<file path="src/rtl/srt_pkg.sv">
// Shared types and codes of the sorted record table.
package srt_pkg;

  typedef enum logic {
    OP_INSERT = 1'b0,
    OP_LOOKUP = 1'b1
  } opcode_t;

  typedef enum logic [1:0] {
    STATUS_STORED    = 2'd0,
    STATUS_FULL      = 2'd1,
    STATUS_FOUND     = 2'd2,
    STATUS_NOT_FOUND = 2'd3
  } status_t;

  // One stored record, as held in a single word of the table memory.
  typedef struct packed {
    logic [63:0] name_key;
    logic [63:0] address_key;
    logic [30:0] phone;
  } record_t;

  typedef enum logic [2:0] {
    ST_IDLE,
    ST_INS_CMP,
    ST_INS_PUT,
    ST_INS_DONE,
    ST_LK_RD,
    ST_LK_CMP,
    ST_LK_END
  } state_t;

endpackage

</file>
<file path="src/rtl/srt_if.sv">
// Request and response channel interfaces of the sorted record table.
interface srt_req_if;
  import srt_pkg::*;
  logic        valid;
  logic        ready;
  opcode_t     opcode;
  logic [63:0] name_key;
  logic [63:0] address_key;
  logic [30:0] phone;

  modport source (output valid, opcode, name_key, address_key, phone, input ready);
  modport sink   (input valid, opcode, name_key, address_key, phone, output ready);
endinterface

interface srt_rsp_if;
  import srt_pkg::*;
  logic        valid;
  logic        ready;
  status_t     status;
  logic [63:0] found_name;
  logic [63:0] found_address;
  logic [30:0] found_phone;
  logic        last;

  modport source (output valid, status, found_name, found_address, found_phone, last,
                  input ready);
  modport sink   (input valid, status, found_name, found_address, found_phone, last,
                  output ready);
endinterface

</file>
<file path="src/rtl/sorted_record_table_unit.sv">
// Top level of the sorted record table: control sequencer around the record memory.
//
//   channel  dir  transfer carries
//   -------  ---  ---------------------------------------------------------
//   req      in   opcode, name_key, address_key, phone
//   rsp      out  status, found_name, found_address, found_phone, last
//
// An insert walks the memory read port down from the top entry; each entry that
// moves is written one place up in the cycle its read data returns.
// A lookup makes one read and one compare per stored entry; a full rsp register
// stalls the scan. A full table answers an insert without a memory access. Reset
// (rst, synchronous) clears the entry count and the control state only; the memory
// itself is never cleared.
// A new request is taken in the cycle after the last response is loaded, even
// while that response still waits in the output register.
module sorted_record_table_unit #(
  parameter int ENTRIES = 16
) (
  input  logic      clk,
  input  logic      rst,
  srt_req_if.sink   req,
  srt_rsp_if.source rsp
);
  import srt_pkg::*;

  localparam int AW = $clog2(ENTRIES);
  localparam int CW = $clog2(ENTRIES + 1);

  state_t  state, state_next;

  // Entry count and the two scan pointers: j walks down during an insert and is
  // the slot that receives the next write, i walks up during a lookup.
  logic [CW-1:0] count, count_next;
  logic [AW-1:0] j, j_next;
  logic [CW-1:0] i, i_next;

  // The request being worked on.
  logic    req_take;
  record_t new_rec;

  // Insert result code, held until the response register is free.
  status_t res_status, res_status_next;

  // A lookup keeps its latest match back until it knows whether another one
  // follows, so that the last flag can be set on the final response.
  logic    pend_valid, pend_valid_next;
  record_t pend_rec, pend_rec_next;

  // Record memory.
  logic          ram_we, ram_re;
  logic [AW-1:0] ram_waddr, ram_raddr;
  record_t       ram_wdata, ram_rdata;

  // Response register.
  logic    rsp_valid;
  logic    slot_free;
  logic    out_load;
  status_t out_status;
  record_t out_rec;
  logic    out_last;

  srt_ram #(
    .WIDTH ($bits(record_t)),
    .DEPTH (ENTRIES)
  ) u_ram (
    .clk   (clk),
    .we    (ram_we),
    .waddr (ram_waddr),
    .wdata (ram_wdata),
    .re    (ram_re),
    .raddr (ram_raddr),
    .rdata (ram_rdata)
  );

  assign req.ready = (state == ST_IDLE);
  assign req_take  = req.valid && req.ready;
  assign slot_free = !rsp_valid || rsp.ready;

  always_ff @(posedge clk) begin
    if (rst) begin
      state      <= ST_IDLE;
      count      <= '0;
      pend_valid <= 1'b0;
    end else begin
      state      <= state_next;
      count      <= count_next;
      pend_valid <= pend_valid_next;
    end
  end

  // Payload and pointer registers need no reset: every path sets them before use.
  always_ff @(posedge clk) begin
    j          <= j_next;
    i          <= i_next;
    res_status <= res_status_next;
    pend_rec   <= pend_rec_next;
    if (req_take) begin
      new_rec.name_key    <= req.name_key;
      new_rec.address_key <= req.address_key;
      new_rec.phone       <= req.phone;
    end
  end

  always_comb begin
    state_next      = state;
    count_next      = count;
    j_next          = j;
    i_next          = i;
    res_status_next = res_status;
    pend_valid_next = pend_valid;
    pend_rec_next   = pend_rec;
    ram_we          = 1'b0;
    ram_waddr       = j;
    ram_wdata       = ram_rdata;
    ram_re          = 1'b0;
    ram_raddr       = '0;
    out_load        = 1'b0;
    out_status      = STATUS_NOT_FOUND;
    out_rec         = '0;
    out_last        = 1'b1;

    case (state)
      ST_IDLE: begin
        if (req_take) begin
          if (req.opcode == OP_INSERT) begin
            if (count == CW'(ENTRIES)) begin
              res_status_next = STATUS_FULL;
              state_next      = ST_INS_DONE;
            end else if (count == '0) begin
              j_next     = '0;
              state_next = ST_INS_PUT;
            end else begin
              // Start at the top entry and work downwards.
              ram_re     = 1'b1;
              ram_raddr  = AW'(count - CW'(1));
              j_next     = AW'(count);
              state_next = ST_INS_CMP;
            end
          end else begin
            i_next          = '0;
            pend_valid_next = 1'b0;
            state_next      = ST_LK_RD;
          end
        end
      end

      ST_INS_CMP: begin
        // ram_rdata holds entry j-1.
        if (ram_rdata.name_key > new_rec.name_key) begin
          ram_we    = 1'b1;
          ram_waddr = j;
          ram_wdata = ram_rdata;
          j_next    = j - AW'(1);
          if (j == AW'(1)) begin
            state_next = ST_INS_PUT;
          end else begin
            ram_re    = 1'b1;
            ram_raddr = j - AW'(2);
          end
        end else begin
          ram_we          = 1'b1;
          ram_waddr       = j;
          ram_wdata       = new_rec;
          count_next      = count + CW'(1);
          res_status_next = STATUS_STORED;
          state_next      = ST_INS_DONE;
        end
      end

      ST_INS_PUT: begin
        ram_we          = 1'b1;
        ram_waddr       = j;
        ram_wdata       = new_rec;
        count_next      = count + CW'(1);
        res_status_next = STATUS_STORED;
        state_next      = ST_INS_DONE;
      end

      ST_INS_DONE: begin
        if (slot_free) begin
          out_load   = 1'b1;
          out_status = res_status;
          state_next = ST_IDLE;
        end
      end

      ST_LK_RD: begin
        if (i == count) begin
          state_next = ST_LK_END;
        end else begin
          ram_re     = 1'b1;
          ram_raddr  = i[AW-1:0];
          state_next = ST_LK_CMP;
        end
      end

      ST_LK_CMP: begin
        // No read is issued while waiting here, so ram_rdata stays put.
        if (ram_rdata.name_key == new_rec.name_key) begin
          if (!pend_valid) begin
            pend_valid_next = 1'b1;
            pend_rec_next   = ram_rdata;
            i_next          = i + CW'(1);
            state_next      = ST_LK_RD;
          end else if (slot_free) begin
            out_load      = 1'b1;
            out_status    = STATUS_FOUND;
            out_rec       = pend_rec;
            out_last      = 1'b0;
            pend_rec_next = ram_rdata;
            i_next        = i + CW'(1);
            state_next    = ST_LK_RD;
          end
        end else begin
          i_next     = i + CW'(1);
          state_next = ST_LK_RD;
        end
      end

      ST_LK_END: begin
        if (slot_free) begin
          out_load = 1'b1;
          if (pend_valid) begin
            out_status = STATUS_FOUND;
            out_rec    = pend_rec;
          end
          pend_valid_next = 1'b0;
          state_next      = ST_IDLE;
        end
      end

      default: begin
        state_next = ST_IDLE;
      end
    endcase
  end

  always_ff @(posedge clk) begin
    if (rst) begin
      rsp_valid <= 1'b0;
    end else if (out_load) begin
      rsp_valid <= 1'b1;
    end else if (rsp.ready) begin
      rsp_valid <= 1'b0;
    end
  end

  always_ff @(posedge clk) begin
    if (out_load) begin
      rsp.status        <= out_status;
      rsp.found_name    <= out_rec.name_key;
      rsp.found_address <= out_rec.address_key;
      rsp.found_phone   <= out_rec.phone;
      rsp.last          <= out_last;
    end
  end

  assign rsp.valid = rsp_valid;
endmodule

</file>
<file path="src/rtl/srt_ram.sv">
// Generic simple dual-port RAM with one write port and a registered read port.
module srt_ram #(
  parameter int WIDTH = 8,
  parameter int DEPTH = 16
) (
  input  logic                     clk,
  input  logic                     we,
  input  logic [$clog2(DEPTH)-1:0] waddr,
  input  logic [WIDTH-1:0]         wdata,
  input  logic                     re,
  input  logic [$clog2(DEPTH)-1:0] raddr,
  output logic [WIDTH-1:0]         rdata
);
  logic [WIDTH-1:0] mem [DEPTH];

  always_ff @(posedge clk) begin
    if (we) begin
      mem[waddr] <= wdata;
    end
    if (re) begin
      rdata <= mem[raddr];
    end
  end
endmodule

</file>
<file path="src/flat_wrapper.sv">
// flat-port wrapper written by rule: the top's interface ports become plain ports
module sorted_record_table_unit_flat import srt_pkg::*;
#(
  parameter int ENTRIES = 16
)
  (clk, rst, req_valid, req_opcode, req_name_key, req_address_key, req_phone, req_ready, rsp_valid, rsp_status, rsp_found_name, rsp_found_address, rsp_found_phone, rsp_last, rsp_ready);
  srt_req_if req_i ();
  srt_rsp_if rsp_i ();
  input  logic clk;
  input  logic rst;
  input wire logic [$bits(req_i.valid)-1:0] req_valid;
  input wire logic [$bits(req_i.opcode)-1:0] req_opcode;
  input wire logic [$bits(req_i.name_key)-1:0] req_name_key;
  input wire logic [$bits(req_i.address_key)-1:0] req_address_key;
  input wire logic [$bits(req_i.phone)-1:0] req_phone;
  output wire logic [$bits(req_i.ready)-1:0] req_ready;
  output wire logic [$bits(rsp_i.valid)-1:0] rsp_valid;
  output wire logic [$bits(rsp_i.status)-1:0] rsp_status;
  output wire logic [$bits(rsp_i.found_name)-1:0] rsp_found_name;
  output wire logic [$bits(rsp_i.found_address)-1:0] rsp_found_address;
  output wire logic [$bits(rsp_i.found_phone)-1:0] rsp_found_phone;
  output wire logic [$bits(rsp_i.last)-1:0] rsp_last;
  input wire logic [$bits(rsp_i.ready)-1:0] rsp_ready;
  assign req_i.valid = req_valid;
  assign req_i.opcode = req_opcode;
  assign req_i.name_key = req_name_key;
  assign req_i.address_key = req_address_key;
  assign req_i.phone = req_phone;
  assign req_ready = req_i.ready;
  assign rsp_valid = rsp_i.valid;
  assign rsp_status = rsp_i.status;
  assign rsp_found_name = rsp_i.found_name;
  assign rsp_found_address = rsp_i.found_address;
  assign rsp_found_phone = rsp_i.found_phone;
  assign rsp_last = rsp_i.last;
  assign rsp_i.ready = rsp_ready;
  sorted_record_table_unit #(.ENTRIES(ENTRIES)) u_core (.clk(clk), .rst(rst), .req(req_i), .rsp(rsp_i));
endmodule
</file>
<file path="config.mk">
export PLATFORM = sky130hd
export DESIGN_NAME = sorted_record_table_unit_flat
export DESIGN_NICKNAME = d
export VERILOG_FILES = /design/src/rtl/srt_pkg.sv /design/src/rtl/srt_if.sv /design/src/rtl/sorted_record_table_unit.sv /design/src/rtl/srt_ram.sv /design/src/flat_wrapper.sv
export SDC_FILE = /design/constraint.sdc
export NUM_CORES = 2
export LEC_CHECK = 0
export BUFFER_PORTS_ARGS = -buffer_cell sky130_fd_sc_hd__buf_2
export CAP_MARGIN = 10
export CORE_MARGIN = 5
export CORE_UTILIZATION = 40
export DETAILED_ROUTE_END_ITERATION = 12
export GPL_TIMING_DRIVEN = 0
export PLACE_DENSITY = 0.63
export SLEW_MARGIN = 20
export SYNTH_ARGS = -nofsm -noshare
export SYNTH_HDL_FRONTEND = slang
export SYNTH_HIERARCHICAL = 1
export SYNTH_SLANG_ARGS = --single-unit
</file>
<file path="constraint.sdc">
create_clock -name clk -period 12 [get_ports clk]
set_input_delay 0.6 -clock clk [delete_from_list [all_inputs] [get_ports clk]]
set_output_delay 0.6 -clock clk [all_outputs]
set_load 0.005 [all_outputs]
</file>
==> run metrics <==
Max-cap violations 0; largest net degree at the start of global routing 43; prevailing post-synth register cell edfxtp_1; final net count 6,790; Data required, critical path 12.57 ns; Avg Synthesized Cell Area 22.1 um2; startpoint types register; Arr. time, crit path 8.11 ns; CTS buffer count 341; worst slack, placed 4.79 ns; initial antenna violation count 25; Die Ht 560 um; filler cell count 24.4k; hold path start rsp_ready; post-synthesis adder-cell area fraction 0.734%; Tightest Hold Check Type in2reg; R2R cell count 15; Reg clk slew, reported paths 0.06 ns; stages on the worst setup path 15; share of layout cells above drive strength 1 29.7%; Row Count 202; Area growth syn-to-layout 20.1%; dpl cells 10.0k; antenna-violating nets left 0; Finished Layout Cells 10.8k; setup violators final 0; Final Cycle Share 62.8%; leading area contributor after synthesis edfxtp_1; Lkg Pwr 46.7 nW; die width 560 um; CTS Buffer Depth 4; Worst Path Buf+Inv 5; H-Tree Depth 5; First-pass DRT Iterations 5; Pwr Density 238 nW/um2; initial DRC count 8,096; setup ws final 4.47 ns; Die ar. 314,000 um2; kind of critical path reg2reg; Simple-Gate Fraction of Synth Area 2.36%; via count 61.8k; hold slack final 0.0966 ns; Root Buffer clkbuf_16; multi-input logic area 23,400 um2; Placeable Area 302,000 um2; Max FO, Critical Path 10; worst r2r src u_core/new_rec[126]$_DFFE_PP_; total negative slack 0 ns; unrepaired setup endpoints after global routing no; DRT Wirelength 335 mm; GPL Wtd Cong 0.797; syn nets 5,721; largest family of logic cells by synthesized area multiplexers; Post-Synth XOR/XNOR Area 0.0940%; Vias/cell 5.71; placed standard-cell area 133,000 um2; Yosys top cell area share 79.2%; Synth Warn # 6; main area contributors after synthesis edfxtp_1 79%, mux4_2 11%, a22oi_1 1.7%, mux2_2 1.2%, and2_1 0.85%; I/O Pins 328; delay-heaviest family, CP buffers and inverters; count leader, synth edfxtp_1; FF-to-FF End u_core/u_ram/rdata[95]$_DFFE_PP_; Final Hold Viols 0; Clock Latency Late Sink 0.93 ns; Max Transition Viols Final 0; Cell Chain, Critical Path inv_1, ha_1, nand4_1, nor4_2, and3_1, o41a_2, a2111oi_4, buf_2, nor2_1, a221o_1, buf_2, clkbuf_1, clkbuf_1, o221ai_1, o21ai_0; post-CTS setup buffer count 0; Post-synth EDFFs 3,193; GRT Util Overall 20.9%; Syn Inst Count 5,486; vias in the first global route 62.0k; Seq/Total Area, Yosys 79.3%; initial core utilization 40.1%; drt drc 0; Slowest Stage Delay on Critical Path 0.86 ns; GR Overflow Total 0; slowest CP cell o21ai_0; cell depth of the worst hold path 3; wire per inst 31.0 um; first-pass GRT wire length 470 mm; Yosys reg bits 3,203; post-synth cell types 62; Commonest cells post-synth 3,193 x edfxtp_1, 593 x mux4_2, 269 x a22oi_1, 164 x and2_1, 146 x nand2_1; Worst slew margin 15.9%; crit path time final 7.53 ns; post-route cell area 146,000 um2; worst slew pin tran 1.26 ns; CTS sink cnt 3,203; flop-to-flop setup slack 4.47 ns; post-detail-place hpwl 222 mm; Clock Skew 0.0467 ns; post-synthesis mux area share 13.1%; WHS Endpoint u_core/rsp.valid$_SDFFE_PP0P_; CTS tree done; maximum vdd drop 0.139 mV; Crit. End Element register; FMAX 133 MHz; status completed; Syn Std Cell Area 121,000 um2; compound-cell area share of the yosys netlist 2.89%; Sequential cell area 96,100 um2; ys async rst share 0%; I/O Buffers 327
-- logic make-up after synthesis --
logic type               Yosys count
AO/OA/AOI/OAI                    495
XOR/XNOR                          13
adder cells (fa/ha/maj)           71
buffers and inverters            352
flip-flops                      3203
multiplexers                     803
AND/OR/NAND/NOR                  549
-- worst register-to-register path, delay by kind of cell, from the launching register on --
| kind | cells | cell delay, ns |
|---|---|---|
| compound gates | 5 | 2.24 |
| fa+ha+maj | 1 | 0.27 |
| buf+inv | 5 | 2.33 |
| flops | 1 | 0.38 |
| simple gates | 4 | 1.96 |
-- report_power, final --
part           internal [mW]  switching (mW)  total (mW)
Sequential              15.4           0.500        15.9
Clock                   6.01            4.41        10.4
Combinational           2.80            5.54        8.35
Total                   24.2            10.5        34.7
-- layout by cell type (no fill, tap or decap), types with 36 or more instances in the layout --
| cell type | netlist | final |
|---|---|---|
| edfxtp_1 | 3193 | 3193 |
| buf_12 | 0 | 95 |
| buf_8 | 0 | 60 |
| a22oi_1 | 269 | 269 |
| mux2_4 | 40 | 40 |
| ha_1 | 71 | 71 |
| clkinv_2 | 0 | 55 |
| nand3_1 | 79 | 79 |
| clkbuf_1 | 114 | 164 |
| mux4_2 | 593 | 593 |
| a21oi_1 | 36 | 36 |
| buf_4 | 33 | 38 |
| clkinv_1 | 0 | 77 |
| inv_1 | 74 | 74 |
| nand2_1 | 146 | 146 |
| clkbuf_16 | 0 | 345 |
| buf_16 | 0 | 67 |
| buf_6 | 38 | 51 |
| buf_2 | 76 | 407 |
| and2_1 | 164 | 163 |
| dlygate4sd3_1 | 0 | 159 |
| nor2b_1 | 39 | 39 |
| mux2_2 | 133 | 133 |
| o21ai_1 | 20 | 53 |
-- stage by stage --
step | util (%) | power [mW]
after global placement | 42.3 | 24.2
final | 48.1 | 34.7
after CTS | 48.1 | 34.9
after floorplan | - | 20.9
after global routing | 48.1 | 36.0
after detailed placement | 43.9 | 24.4
-- area by class of cell --
type | count | area share [%]
tap | 3978 | 3.42
sequential | 3203 | 66.0
multi-input combinational | 1931 | 16.1
clock buffer | 406 | 6.09
timing repair buffer | 726 | 5.54
buffer | 278 | 1.08
inverter | 74 | 0.191
clock inverter | 218 | 1.54
antenna | 6 | 0.0103
-- flip-flops by register name (all words and copies together), names as in the netlist --
register / count
u_core/u_ram/mem: 2544
u_core/new_rec: 159
u_core/i: 5
u_core/rsp.found_address: 64
u_core/count: 5
u_core/j: 4
u_core/state: 3
u_core/rsp.found_name: 64
u_core/res_status: 1
u_core/rsp.found_phone: 31
u_core/u_ram/rdata: 159
u_core/rsp.last: 1
u_core/rsp.status: 2
u_core/pend_valid: 1
u_core/rsp.valid: 1
u_core/pend_rec: 159
-- per-layer routing --
| metal | GRT usage, % | wire length (um) | vias up |
|---|---|---|---|
| met2 | 32.2 | 154000 | 3479 |
| met5 | 0 | 29 | - |
| met1 | 30.0 | 135000 | 32700 |
| met4 | 6.29 | 10100 | 4 |
| li1 | - | - | 25100 |
| met3 | 4.79 | 35800 | 534 |
-- how the worst max path moves through the flow --
stage / slack, ns / startpoint / endpoint
detailed placement: 4.79 / u_core/u_ram/rdata[158]$_DFFE_PP_ / u_core/u_ram/rdata[95]$_DFFE_PP_
CTS: 4.71 / u_core/u_ram/rdata[158]$_DFFE_PP_ / u_core/u_ram/rdata[95]$_DFFE_PP_
global route: 4.54 / u_core/u_ram/rdata[158]$_DFFE_PP_ / u_core/u_ram/rdata[95]$_DFFE_PP_
floorplan: 2.79 / u_core/u_ram/rdata[157]$_DFFE_PP_ / u_core/rsp.found_address[0]$_DFFE_PP_
finish: 4.47 / u_core/new_rec[126]$_DFFE_PP_ / u_core/u_ram/rdata[95]$_DFFE_PP_
global placement: -6.67 / u_core/state[0]$_SDFFE_PP0P_ / u_core/u_ram/mem[3][46]$_DFFE_PP_
-- what timing repair did --
action,CTS,global route
gates resized for setup,0,0
endpoints found under the hold margin,159,0
hold buffers,159,0
No activity file was read; power rests on OpenSTA's default activity.
